==> src/vmag_pkg.sv <==
// shared types, constants and helpers for the vector magnitude block
// no dependencies
package vmag_pkg;

    localparam int COMP_W   = 16;
    localparam int SUM_W    = 32;   // x^2 + y^2 + z^2 stays below 2^32
    localparam int PP_W     = 61;   // (x*dx)^2 stays at or below 2^60
    localparam int ACC_W    = 62;   // weighted sum of squared errors
    localparam int HALF_W   = 31;   // split of the weighted sum for the scale product
    localparam int KMUL_W   = 35;   // 4 * scale^2 for scales up to 65536
    localparam int PROD_W   = HALF_W + KMUL_W;
    localparam int NUM_W    = 96;   // dividend of the error quotient
    localparam int DEN_W    = 48;   // sum of squares shifted by 16
    localparam int QUO_W    = 49;   // the quotient never reaches 2^49
    localparam int WSQ_W    = 50;   // quotient padded to an even width
    localparam int MAG_W    = 16;
    localparam int ERR_W    = 21;
    localparam int ROOTW_W  = WSQ_W / 2;
    localparam logic [ERR_W-1:0] ERR_MAX = {ERR_W{1'b1}};
    localparam int QDEPTH   = 4;
    localparam int QPTR_W   = 2;

    typedef struct packed {
        logic [SUM_W-1:0] sum_sq;
        logic [PP_W-1:0]  pp_x;
        logic [PP_W-1:0]  pp_y;
        logic [PP_W-1:0]  pp_z;
    } front_item_t;

    function automatic logic [COMP_W-1:0] abs16(input logic [COMP_W-1:0] v);
        logic [COMP_W-1:0] neg;
        neg = (~v) + COMP_W'(1);
        return v[COMP_W-1] ? neg : v;
    endfunction

endpackage

==> src/vmag_queue.sv <==
// short queue between front and back parts
// depends on vmag_pkg
module vmag_queue import vmag_pkg::*; (
    input  logic         aclk,
    input  logic         aresetn,
    input  logic         push_valid,
    output logic         push_ready,
    input  front_item_t  push_data,
    output logic         pop_valid,
    input  logic         pop,
    output front_item_t  pop_data
);

    front_item_t         mem_reg [QDEPTH];
    logic [QPTR_W-1:0]   wr_reg, rd_reg;
    logic [QPTR_W:0]     cnt_reg, cnt_next;
    logic                do_push, do_pop;

    assign push_ready = (cnt_reg != (QPTR_W+1)'(QDEPTH));
    assign pop_valid  = (cnt_reg != '0);
    assign do_push    = push_valid && push_ready;
    assign do_pop     = pop && pop_valid;
    assign pop_data   = mem_reg[rd_reg];

    always_comb begin
        cnt_next = cnt_reg;
        if (do_push && !do_pop) begin
            cnt_next = cnt_reg + (QPTR_W+1)'(1);
        end else if (do_pop && !do_push) begin
            cnt_next = cnt_reg - (QPTR_W+1)'(1);
        end
    end

    always_ff @(posedge aclk) begin
        if (!aresetn) begin
            wr_reg  <= '0;
            rd_reg  <= '0;
            cnt_reg <= '0;
        end else begin
            cnt_reg <= cnt_next;
            if (do_push) begin
                wr_reg <= wr_reg + QPTR_W'(1);
            end
            if (do_pop) begin
                rd_reg <= rd_reg + QPTR_W'(1);
            end
        end
    end

    always_ff @(posedge aclk) begin
        if (do_push) begin
            mem_reg[wr_reg] <= push_data;
        end
    end

endmodule

==> config.mk <==
export PLATFORM = sky130hd
export DESIGN_NAME = vmag_queue
export DESIGN_NICKNAME = d
export VERILOG_FILES = /design/src/vmag_pkg.sv /design/src/vmag_queue.sv
export SDC_FILE = /design/constraint.sdc
export NUM_CORES = 1
export LEC_CHECK = 0
export ABC_AREA = 1
export BUFFER_PORTS_ARGS = -buffer_cell sky130_fd_sc_hd__buf_2
export CAP_MARGIN = 15
export CELL_PAD_IN_SITES_DETAIL_PLACEMENT = 0
export CELL_PAD_IN_SITES_GLOBAL_PLACEMENT = 2
export CORE_ASPECT_RATIO = 0.8
export CORE_MARGIN = 2
export CORE_UTILIZATION = 35
export DETAILED_ROUTE_END_ITERATION = 7
export GPL_TIMING_DRIVEN = 0
export PLACE_DENSITY_LB_ADDON = 0.1
export SKIP_LAST_GASP = 1
export SLEW_MARGIN = 20
export SYNTH_ARGS = -nofsm -noshare
export SYNTH_HDL_FRONTEND = slang
export SYNTH_SLANG_ARGS = --single-unit
==> constraint.sdc <==
create_clock -name aclk -period 31.5 [get_ports aclk]
set_clock_uncertainty 0.1 [all_clocks]
set_input_delay 0 -clock aclk [delete_from_list [all_inputs] [get_ports aclk]]
set_output_delay 0 -clock aclk [all_outputs]
set_load 0.01 [all_outputs]
### Word level (Yosys, flattened, before mapping)

Memories as Yosys holds them, arrays and structs flattened. A register that Yosys moved wholly into a read port is not among the register bits.
Index checks and enable logic that the tools add are counted.

| word-level totals | value |
|---|---|
| bits in registers | 7 |
| RAM bits | 860 |
| input port bits | 219 |
| word-level logic and storage cells | 23 |
| memories kept | 1 |

Memories:

| name | depth | bits a word | read ports | clocked after Yosys merged registers in | write ports | RTL line | text |
|---|---|---|---|---|---|---|---|
| mem_reg | 4 | 215 | 1 | 1 | 1 | vmag_queue.sv:14 | `front_item_t mem_reg [QDEPTH];` |

| operators by class | value |
|---|---|
| add/subtract/negate cells | 4 |
| equal/unequal tests | 1 |
| multiplexer cells | 6 |
| reduce and logical (&&, ||, !) cells | 8 |

Operators with widths:

| operator | number |
|---|---|
| 3-bit 2-to-1 mux | 2 |
| 2-bit by 1-bit adder with 2-bit output (second input constant) | 2 |
| 1-bit logical AND | 4 |
| 2-bit 2-to-1 mux | 2 |
| 3-bit by 1-bit adder with 3-bit output (second input constant) | 1 |
| 3-bit != test (second input constant) | 1 |
| 3-bit nonzero test | 1 |
| 3-bit by 1-bit subtractor with 3-bit output (second input constant) | 1 |
| 1-bit zero test | 2 |
| 1-bit 2-to-1 mux | 2 |
| 2-bit nonzero test | 1 |

### Longest topological paths before layout

Gate-level depths: netlist of run 1.

| depth | value |
|---|---|
| depth after elaboration | 6 |
| depth in mapped cells | 13 |

### Worst setup path before layout of run 1

OpenSTA, ideal clock, no wires.

| timing path | value |
|---|---|
| kind | reg-to-reg |
| from | reg cnt_reg[0] |
| to | mem mem_reg[0][0] (netlist bit) (enable) |
| data arrival time | 9640 ps |
| data required time | 30605 ps |
| slack | 20966 ps |
| stages on the path, launching flop included | 5 |
| path buffers | 0 |
| period minus slack after synthesis | 10534 ps |
| cell sequence | dfxtp_1 > nor2_1 > nand2_1 > nand2_1 > nor2_1 |

| between the ends | value |
|---|---|
| longest elaborated chain between the ends | 4 |

RTL lines:

| element | RTL line | text |
|---|---|---|
| start: declaration | vmag_queue.sv:16 | `logic [QPTR_W:0] cnt_reg, cnt_next;` |
| start signal: assignment | vmag_queue.sv:40 | `cnt_reg <= cnt_next;` |
| 3-bit != test | vmag_queue.sv:19 | `assign push_ready = (cnt_reg != (QPTR_W+1)'(QDEPTH));` |
| net push_ready | vmag_queue.sv:7 | `output logic push_ready,` |
| 1-bit logical AND | vmag_queue.sv:21 | `assign do_push = push_valid && push_ready;` |
| 1-bit 2-to-1 mux | vmag_queue.sv:51 | `if (do_push) begin` |
| 1-bit 2-to-1 mux (not written as such) | vmag_queue.sv:52 | `mem_reg[wr_reg] <= push_data;` |
| end: declaration | vmag_queue.sv:14 |  |

The timed path passes the listed nets, and every way through them passes these cells.

### Worst setup path after layout of run 1

| timing path | value |
|---|---|
| from | reg cnt_reg[0] |
| to | reg cnt_reg[2] |

| between the ends | value |
|---|---|
| longest elaborated chain between the ends | 5 |

RTL lines:

| element | RTL line | text |
|---|---|---|
| 3-bit != test (*) | vmag_queue.sv:19 |  |
| 1-bit logical AND (*) | vmag_queue.sv:21 |  |
| net do_push | vmag_queue.sv:17 | `logic do_push, do_pop;` |
| 1-bit zero test | vmag_queue.sv:29 | `end else if (do_pop && !do_push) begin` |
| 1-bit logical AND | vmag_queue.sv:29 |  |
| 2-bit nonzero test (no source line) | - |  |

Mark *: on every way through the listed nets, which the timed path passes. The rest lies on a longest branch. The select of a mux whose other input is x is not followed.
A chain may end at the register's enable or synchronous reset.

==> results of run 1 <==
## cell type report
class                      count  area [um^2]
clock buffer                 112         2441
antenna                        2        5.005
sequential                   869        26000
clock inverter                53        501.7
multi-input combinational   1120         5389
inverter                      16        67.56
tap                         1212         1516
fill                        8058        47710
buffer                       142        903.4
timing repair buffer         830         6877
## worst max-delay path, stage by stage, from the launching register on
cell and delay (ns):
dfxtp_1 0.40, nor2_1 0.09, nand2_1 0.12, nand2_1 0.25, inv_1 0.20, ha_1 0.20
inv_1 0.07, fa_1 0.38, inv_1 0.06, nand2_1 0.04, nand3_1 0.11, nand2_1 0.06
nand2_1 0.05, dlygate4sd3_1 0.54, nor2_1 0.04, dlygate4sd3_1 0.55
## Yosys cell counts
| cell | number |
|---|---|
| a21oi_1 | 3 |
| buf_2 | 38 |
| buf_4 | 22 |
| buf_6 | 26 |
| buf_8 | 4 |
| clkbuf_1 | 52 |
| dfxtp_1 | 9 |
| edfxtp_1 | 860 |
| fa_1 | 1 |
| ha_1 | 5 |
| inv_1 | 14 |
| inv_2 | 1 |
| inv_8 | 1 |
| nand2_1 | 15 |
| nand3_1 | 4 |
| nand3b_1 | 1 |
| nor2_1 | 444 |
| o21ai_0 | 367 |
| o21ai_1 | 64 |
| o22ai_1 | 215 |
| xor2_1 | 1 |
## stage by stage
step           setup slack, ns  hold slack [ns]  instances  cell area (um^2)  total power [mW]
3_3_place_gp             11.78           0.1083       3794             36030             2.401
3_5_place_dp             28.49           0.1168       3846             37320             2.373
6_report                 28.16          0.04195       4356             43710             3.425
5_1_grt                  27.92          0.01798       4356             43710             3.586
2_1_floorplan            20.97        -0.001131       2147             32330             1.937
4_1_cts                  28.17        0.0007667       4354             43700             3.474
## where the power goes
| group | internal, mW | switching (mW) | total, mW |
|---|---|---|---|
| combinational | 0.328 | 0.613 | 0.941 |
| sequential | 1.40 | 0.0239 | 1.43 |
| clock | 0.623 | 0.435 | 1.06 |
## cells by family (layout without fill, tap and decap cells)
family,after synthesis,count (layout),share of synthesized area [%]
AO/OA/AOI/OAI,649,649,10.88
XOR/XNOR,1,1,0.02709
adder cells (fa/ha/maj),6,6,0.2554
buffers and inverters,158,1153,3.003
flip-flops,869,869,80.42
other,0,2,0
AND/OR/NAND/NOR,464,464,5.413
## worst paths after layout
path | start | end | slack [ns] | cells after the start
setup / recovery | cnt_reg[0]$_SDFFE_PN0P_ | cnt_reg[2]$_SDFFE_PN0P_ | 28.16 | 15
hold / removal | push_data[108] | mem_reg[1][108]$_DFFE_PP_ | 0.04 | 2
setup reg to reg | cnt_reg[0]$_SDFFE_PN0P_ | cnt_reg[2]$_SDFFE_PN0P_ | 28.16 | 15
hold reg to reg | rd_reg[0]$_SDFFE_PN0P_ | rd_reg[0]$_SDFFE_PN0P_ | 0.41 | 2
## layer usage
layer / global-route usage, % / up-vias / share of wire [%]
li1: - / 10040 / -
met1: 25.40 / 10800 / 42
met2: 33.99 / 515 / 50
met3: 4.222 / 153 / 5.3
met4: 5.423 / 12 / 2.3
met5: 0 / - / 0.073
==> out/results.tsv, run 1 <==
metric	value	unit
critical path fanouts, max	5	
final hold vios	0	
wire per inst	22.14	um
synth-to-layout area growth	35.17	%
commonest non-fill, non-tap cell in the layout	edfxtp_1	
H-Tree Depth	3	
Post-route DRC	0	
Final ANT Viol Nets	0	
Sink Count	869	
Fin Setup TNS	0	ns
worst-margin pin slew	0.7096	ns
Yosys top cell area share	79.87	%
hold_buf cts	343	
commonest cells after routing, fill and taps aside	860 x edfxtp_1, 473 x buf_2, 440 x nor2_1	
die area	94850	um^2
Largest register FFs	860	
CTS tree	yes	
Net Count, Synth	2372	
antenna violations before repair	11	
final slew viol count	0	
starting density of the core	35.37	%
Netlist cell types	21	
fin nets	3296	
worst-skew pair later-pin latency	0.65	ns
Slew HR	52.58	%
DRT Pass-1 Iters	5	
utilization of the core after routing	47.81	%
Final period util	10.60	%
FMAX	0.2996	GHz
yosys synthesis warning count	0	
hpwl dp	63060	um
DRT iter0 DRCs	1347	
Core Region	91420	um^2
crit path capture type	flip-flop	
Rows	99	
Total Routing Usage GR	19.79	%
first-pass GRT wire length	138300	um
Static Leak	15.48	nW
PostCTS Resize Cnt	0	
CP Launch Type	flip-flop	
num ports	436	
Synth area leader	edfxtp_1	
root buffer cell	clkbuf_16	
PwrDens	78.37	nW/um^2
Max Root-Sink Buffers	3	
VDD IR max	0.04903	mV
Die W	343.8	um
status	completed	
critical path arrival	3.78	ns
gpl congestion	0.7380	
CP required	31.94	ns
grt total ovfl	0	
Cells after Synth	2147	
HP Class	in -> reg	
I/O Buffers	435	
chip height	275.9	um
largest net degree at the start of global routing	22	
sequential area share after synthesis	80.42	%
total CTS buffers	92	
number of synthesized register bits	869	
final setup violation count	0	
min Tclk post-route	3.338	ns
Mapped Area	32330	um^2
Mean Syn Cell Area	15.06	um^2
Vias/cell	4.938	
postcts setup bufs	0	
Max Cap Viol	0	
critical path type	reg -> reg	
Routed Wire Length	96460	um
Vias	21510	
layout cells sized above 1	22.57	%
RSZ-0062 raised after global routing	false	
Synth area leaders	edfxtp_1 80%, o21ai_0 5.7%, nor2_1 5.2%, o22ai_1 4.2%, o21ai_1 0.99%	
Worst-path clk slew	0.06	ns
vias in the first global route	21690	
Power figures use the tool's default switching activity.
==> inputs of run 2 (changes only) <==
clock period = 2.9 ns   (was 31.5 ns; I/O delays follow)
==> out/results.tsv, run 2 (synthesis results as in run 1) <==
metric	value	unit	change
status	completed		unchanged
commonest non-fill, non-tap cell in the layout	edfxtp_1		unchanged
gpl congestion	0.7493		was 0.7380
commonest cells after routing, fill and taps aside	860 x edfxtp_1, 472 x buf_2, 439 x nor2_1		was 860 x edfxtp_1, 473 x buf_2, 440 x nor2_1
r2r setup slk	0.34	ns	was 28.16 ns
critical path fanouts, max	10		was 5
Tot Pwr	36.77	mW	was 3.425 mW
hold depth	2		unchanged
Gate power share	27.4	%	was 27.5%
critical path arrival	2.59	ns	was 3.78 ns
crit path capture type	primary output		was flip-flop
Clk pwr share	30.5	%	was 30.9%
Placement Setup Slack	0.3437	ns	was 28.49 ns
FMAX	0.3713	GHz	
VDD IR max	0.7976	mV	was 0.04903 mV
placed cells	3844		was 3846
Final ANT Viol Nets	0		unchanged
PwrDens	847.1	nW/um^2	was 78.37 nW/um^2
Core Region	91420	um^2	unchanged
DRT Pass-1 Iters	7		was 5
HP Class	in -> reg		unchanged
final setup violation count	0		unchanged
Vias	21390		was 21510
antenna violations before repair	11		unchanged
sw frac	31.49	%	was 31.28%
non-filler cells, final	4342		was 4356
hold_ws	0.03269	ns	was 0.04195 ns
utilization of the core after routing	47.48	%	was 47.81%
slowest CP cell	clkbuf_1		was dlygate4sd3_1
worst-margin pin slew	0.7093	ns	was 0.7096 ns
Post-route DRC	0		unchanged
r2r worst-path depth	14		was 15
Fin Setup TNS	0	ns	unchanged
grt total ovfl	0		unchanged
final hold vios	0		unchanged
Sink Count	869		unchanged
fin nets	3277		was 3296
hpwl dp	63020	um	was 63060 um
Slew HR	52.60	%	was 52.58%
Die W	343.8	um	unchanged
starting density of the core	35.37	%	unchanged
Placed Area	37230	um^2	was 37320 um^2
CP most frequent cell	buf_4		was nand2_1
critical path cell sequence	buf_4 -> buf_4 -> clkbuf_1 -> o21ai_0 -> o22ai_1 -> buf_2		was nor2_1 -> nand2_1 -> nand2_1 -> inv_1 -> ha_1 -> inv_1 -> fa_1 -> inv_1 -> nand2_1 -> nand3_1 -> nand2_1 -> nand2_1 -> dlygate4sd3_1 -> nor2_1 -> dlygate4sd3_1
CTS tree	yes		unchanged
Vias/cell	4.926		was 4.938
total CTS buffers	91		was 92
final slew viol count	0		unchanged
wire per inst	22.08	um	was 22.14 um
crit-path max cell delay	0.46	ns	was 0.55 ns
min Tclk post-route	2.693	ns	
vias in the first global route	21600		was 21690
cell-internal power	25.19	mW	was 2.354 mW
Largest register FFs	860		unchanged
crit path capture	pop_data[124]		was cnt_reg[2]$_SDFFE_PN0P_
critical path type	reg -> out		was reg -> reg
num ports	436		unchanged
chip height	275.9	um	unchanged
Max Root-Sink Buffers	3		unchanged
worst r2r dst	cnt_reg[2]$_SDFFE_PN0P_		unchanged
Routed Wire Length	95880	um	was 96460 um
Rows	99		unchanged
H-Tree Depth	3		unchanged
Max Cap Viol	0		unchanged
CP required	2.80	ns	was 31.94 ns
Static Leak	15.33	nW	was 15.48 nW
synth-to-layout area growth	34.23	%	was 35.17%
I/O Buffers	435		unchanged
CP Launch Type	flip-flop		unchanged
Final period util	92.87	%	
Worst R2R Start	cnt_reg[0]$_SDFFE_PN0P_		unchanged
layout cells sized above 1	22.94	%	was 22.57%
Setup WS post-layout	0.2069	ns	was 28.16 ns
worst-skew pair later-pin latency	0.65	ns	about the same
largest net degree at the start of global routing	22		unchanged
die area	94850	um^2	unchanged
Worst-path clk slew	0.06	ns	about the same
first-pass GRT wire length	138000	um	was 138300 um
share of power burned in registers	42.2	%	was 41.6%
post-route cell area	43400	um^2	was 43710 um^2
Total Routing Usage GR	19.71	%	was 19.79%
root buffer cell	clkbuf_16		unchanged
Psw	11.58	mW	was 1.071 mW
DRT iter0 DRCs	1465		was 1347
RSZ-0062 raised after global routing	false		unchanged
postcts setup bufs	0		unchanged
run 2: cell types whose count changed in the layout (fill, tap and decap cells not counted), moves of 3 or more:
cell and change:
bufinv_16 -3, diode_2 +3, buf_12 +7, buf_16 -9, clkbuf_1 -5, clkinvlp_4 +4, dlygate4sd3_1 -16
run 2: final cells by class:
| cell class | instances | area, um^2 |
|---|---|---|
| antenna | 5 | 12.51 |
| buffer | 142 | 908.4 |
| clock buffer | 108 | 2405 |
| clock inverter | 58 | 470.5 |
| fill | 8076 | 48010 |
| inverter | 16 | 67.56 |
| multi-input combinational | 1120 | 5408 |
| sequential | 869 | 26010 |
| tap | 1212 | 1516 |
| timing repair buffer | 812 | 6609 |
run 2: timing repair:
action / CTS / global route
hold endpoints to repair: 999 / 0
resized for setup: 3 / 2
endpoints found under the setup margin: 3 / 1
hold buffers: 327 / 0
pin swaps: 0 / 0
run 2: worst min-delay path by stage:
stage / startpoint / endpoint / slack (ns)
finish: push_data[103] / mem_reg[0][103]$_DFFE_PP_ / 0.03
global route: push_data[214] / mem_reg[3][214]$_DFFE_PP_ / 0.003
CTS: push_data[77] / mem_reg[2][77]$_DFFE_PP_ / 0.001
detailed placement: push_data[7] / mem_reg[3][7]$_DFFE_PP_ / 0.12
global placement: push_data[90] / mem_reg[0][90]$_DFFE_PP_ / 0.11
floorplan: push_data[0] / mem_reg[0][0]$_DFFE_PP_ / -0.001
run 2: per-layer routing:
layer  wire length [um]  track usage, %
met5                 92               0
met4               2029           5.103
met3               5448           3.967
met2              48100           33.83
met1              40210           25.60
run 2: power by group through the flow:
stage | Sequential [mW] | Combinational [mW] | Clock (mW)
floorplan | 15.9 | 4.87 | 0
global placement | 16.1 | 9.37 | 0
detailed placement | 15.8 | 9.94 | 0
CTS | 15.5 | 10.4 | 11.5
global route | 15.6 | 11.0 | 12.0
finish | 15.5 | 10.1 | 11.2
run 2: critical path, delay by kind of cell, from the launching register on:
kind	cells	cell delay (ns)
flip-flops	1	0.31
buffers and inverters	4	1.18
AO/OA/AOI/OAI	2	0.44
==> inputs of run 3 (changes only) <==
CTS_BUF_LIST = sky130_fd_sc_hd__clkbuf_8   (was not set)
==> out/results.tsv, run 3 (synthesis results as in run 1) <==
metric	value	unit	change
hpwl dp	63020	um	unchanged
largest net degree at the start of global routing	22		unchanged
crit path capture type	primary output		unchanged
I/O Buffers	435		unchanged
total CTS buffers	146		was 91
synth-to-layout area growth	36.71	%	was 34.23%
Post-route DRC	0		unchanged
utilization of the core after routing	48.36	%	was 47.48%
starting density of the core	35.37	%	unchanged
Largest register FFs	860		unchanged
first-pass GRT wire length	141300	um	was 138000 um
gpl congestion	0.7493		unchanged
CTS tree	yes		unchanged
antenna violations before repair	12		was 11
commonest non-fill, non-tap cell in the layout	edfxtp_1		unchanged
hold_ws	0.1498	ns	was 0.03269 ns
die area	94850	um^2	unchanged
critical path arrival	2.69	ns	was 2.59 ns
root buffer cell	clkbuf_8		was clkbuf_16
worst-margin pin slew	0.7097	ns	was 0.7093 ns
FMAX	0.3579	GHz	was 0.3713 GHz
Max Root-Sink Buffers	3		unchanged
CP Launch Type	flip-flop		unchanged
Static Leak	15.94	nW	was 15.33 nW
critical path type	reg -> out		unchanged
DRT Pass-1 Iters	7		unchanged
Total Routing Usage GR	20.21	%	was 19.71%
fillers	8173		was 8076
worst-skew pair later-pin latency	0.78	ns	was 0.65 ns
fin nets	3442		was 3277
Fin Setup TNS	0	ns	unchanged
Vias	22010		was 21390
layout cells sized above 1	23.38	%	was 22.94%
Max Cap Viol	0		unchanged
Worst-path clk slew	0.06	ns	about the same
final hold vios	0		unchanged
grt total ovfl	0		unchanged
VDD IR max	0.3693	mV	was 0.7976 mV
PwrDens	800.6	nW/um^2	was 847.1 nW/um^2
Sink Count	869		unchanged
RSZ-0062 raised after global routing	true		was false
H-Tree Depth	4		was 3
sequential cell area	26010	um^2	unchanged
status	completed		unchanged
min Tclk post-route	2.794	ns	was 2.693 ns
Final ANT Viol Nets	0		unchanged
area of the multi-input gates	5415	um^2	was 5408 um^2
final slew viol count	0		unchanged
commonest cells after routing, fill and taps aside	860 x edfxtp_1, 469 x buf_2, 439 x nor2_1		was 860 x edfxtp_1, 472 x buf_2, 439 x nor2_1
Vias/cell	4.853		was 4.926
CP required	2.80	ns	about the same
Slew HR	52.57	%	was 52.60%
critical path fanouts, max	10		unchanged
final setup violation count	0		unchanged
HP Class	in -> reg		unchanged
Rows	99		unchanged
Final period util	96.36	%	was 92.87%
DRT iter0 DRCs	1383		was 1465
wire per inst	21.49	um	was 22.08 um
Core Region	91420	um^2	unchanged
Routed Wire Length	97460	um	was 95880 um
num ports	436		unchanged
vias in the first global route	22590		was 21600
chip height	275.9	um	unchanged
Die W	343.8	um	unchanged
==> run 3: path summary, 6_finish.rpt <==
path / slack, ns / cells after the start / endpoint / start
max reg2reg: 0.34 / 14 / cnt_reg[2]$_SDFFE_PN0P_ / cnt_reg[0]$_SDFFE_PN0P_
max: 0.11 / 6 / pop_data[140] / flip-flop
min reg2reg: 0.41 / 2 / rd_reg[0]$_SDFFE_PN0P_ / rd_reg[0]$_SDFFE_PN0P_
min: 0.15 / 6 / wr_reg[0]$_SDFFE_PN0P_ / push_valid
==> run 3: layout make-up <==
class                      instances  share of cell area (%)
tap                             1212                   3.430
timing repair buffer             922                   17.44
antenna                            4                 0.02264
clock buffer                     152                   4.732
clock inverter                    98                   1.019
sequential                       869                   58.83
multi-input combinational       1120                   12.25
inverter                          16                  0.1528
buffer                           142                   2.120
==> run 3: stage by stage <==
stage	power, mW	setup slack (ns)	cells	cell area (um^2)
after floorplan	20.72	-1.463	2147	32380
after global placement	25.43	-4.702	3794	36070
after detailed placement	25.71	0.3437	3844	37230
after CTS	35.98	-0.1124	4531	44170
after global routing	37.32	-0.1167	4534	44200
final	35.39	0.1056	4535	44210
==> run 3: per-layer routing <==
layer,GRT usage (%),up-vias,part of all wire [%]
met2,34.13,579,50
met1,25.61,10930,42
met4,6.156,16,1.9
met3,5.193,146,6.0
met5,0,-,0.11
li1,-,10330,-
==> run 3: timing repair <==
action | CTS | global route
buffers inserted | 0 | 0
hold endpoints to repair | 1194 | 0
hold buffers | 437 | 0
endpoints found under the setup margin | 95 | 53
gates resized for setup | 14 | 21
==> run 3: power breakdown <==
group | switching [mW] | internal (mW)
registers | 0.263 | 15.2
clock network | 4.74 | 4.91
logic | 6.61 | 3.62
total | 11.6 | 23.8
==> run 3: worst max-delay path, stage by stage, from the launching register on <==
cell	delay (ns)
dfxtp_1	0.31
buf_4	0.20
buf_4	0.33
clkbuf_1	0.48
o21ai_0	0.20
o22ai_1	0.20
buf_2	0.19
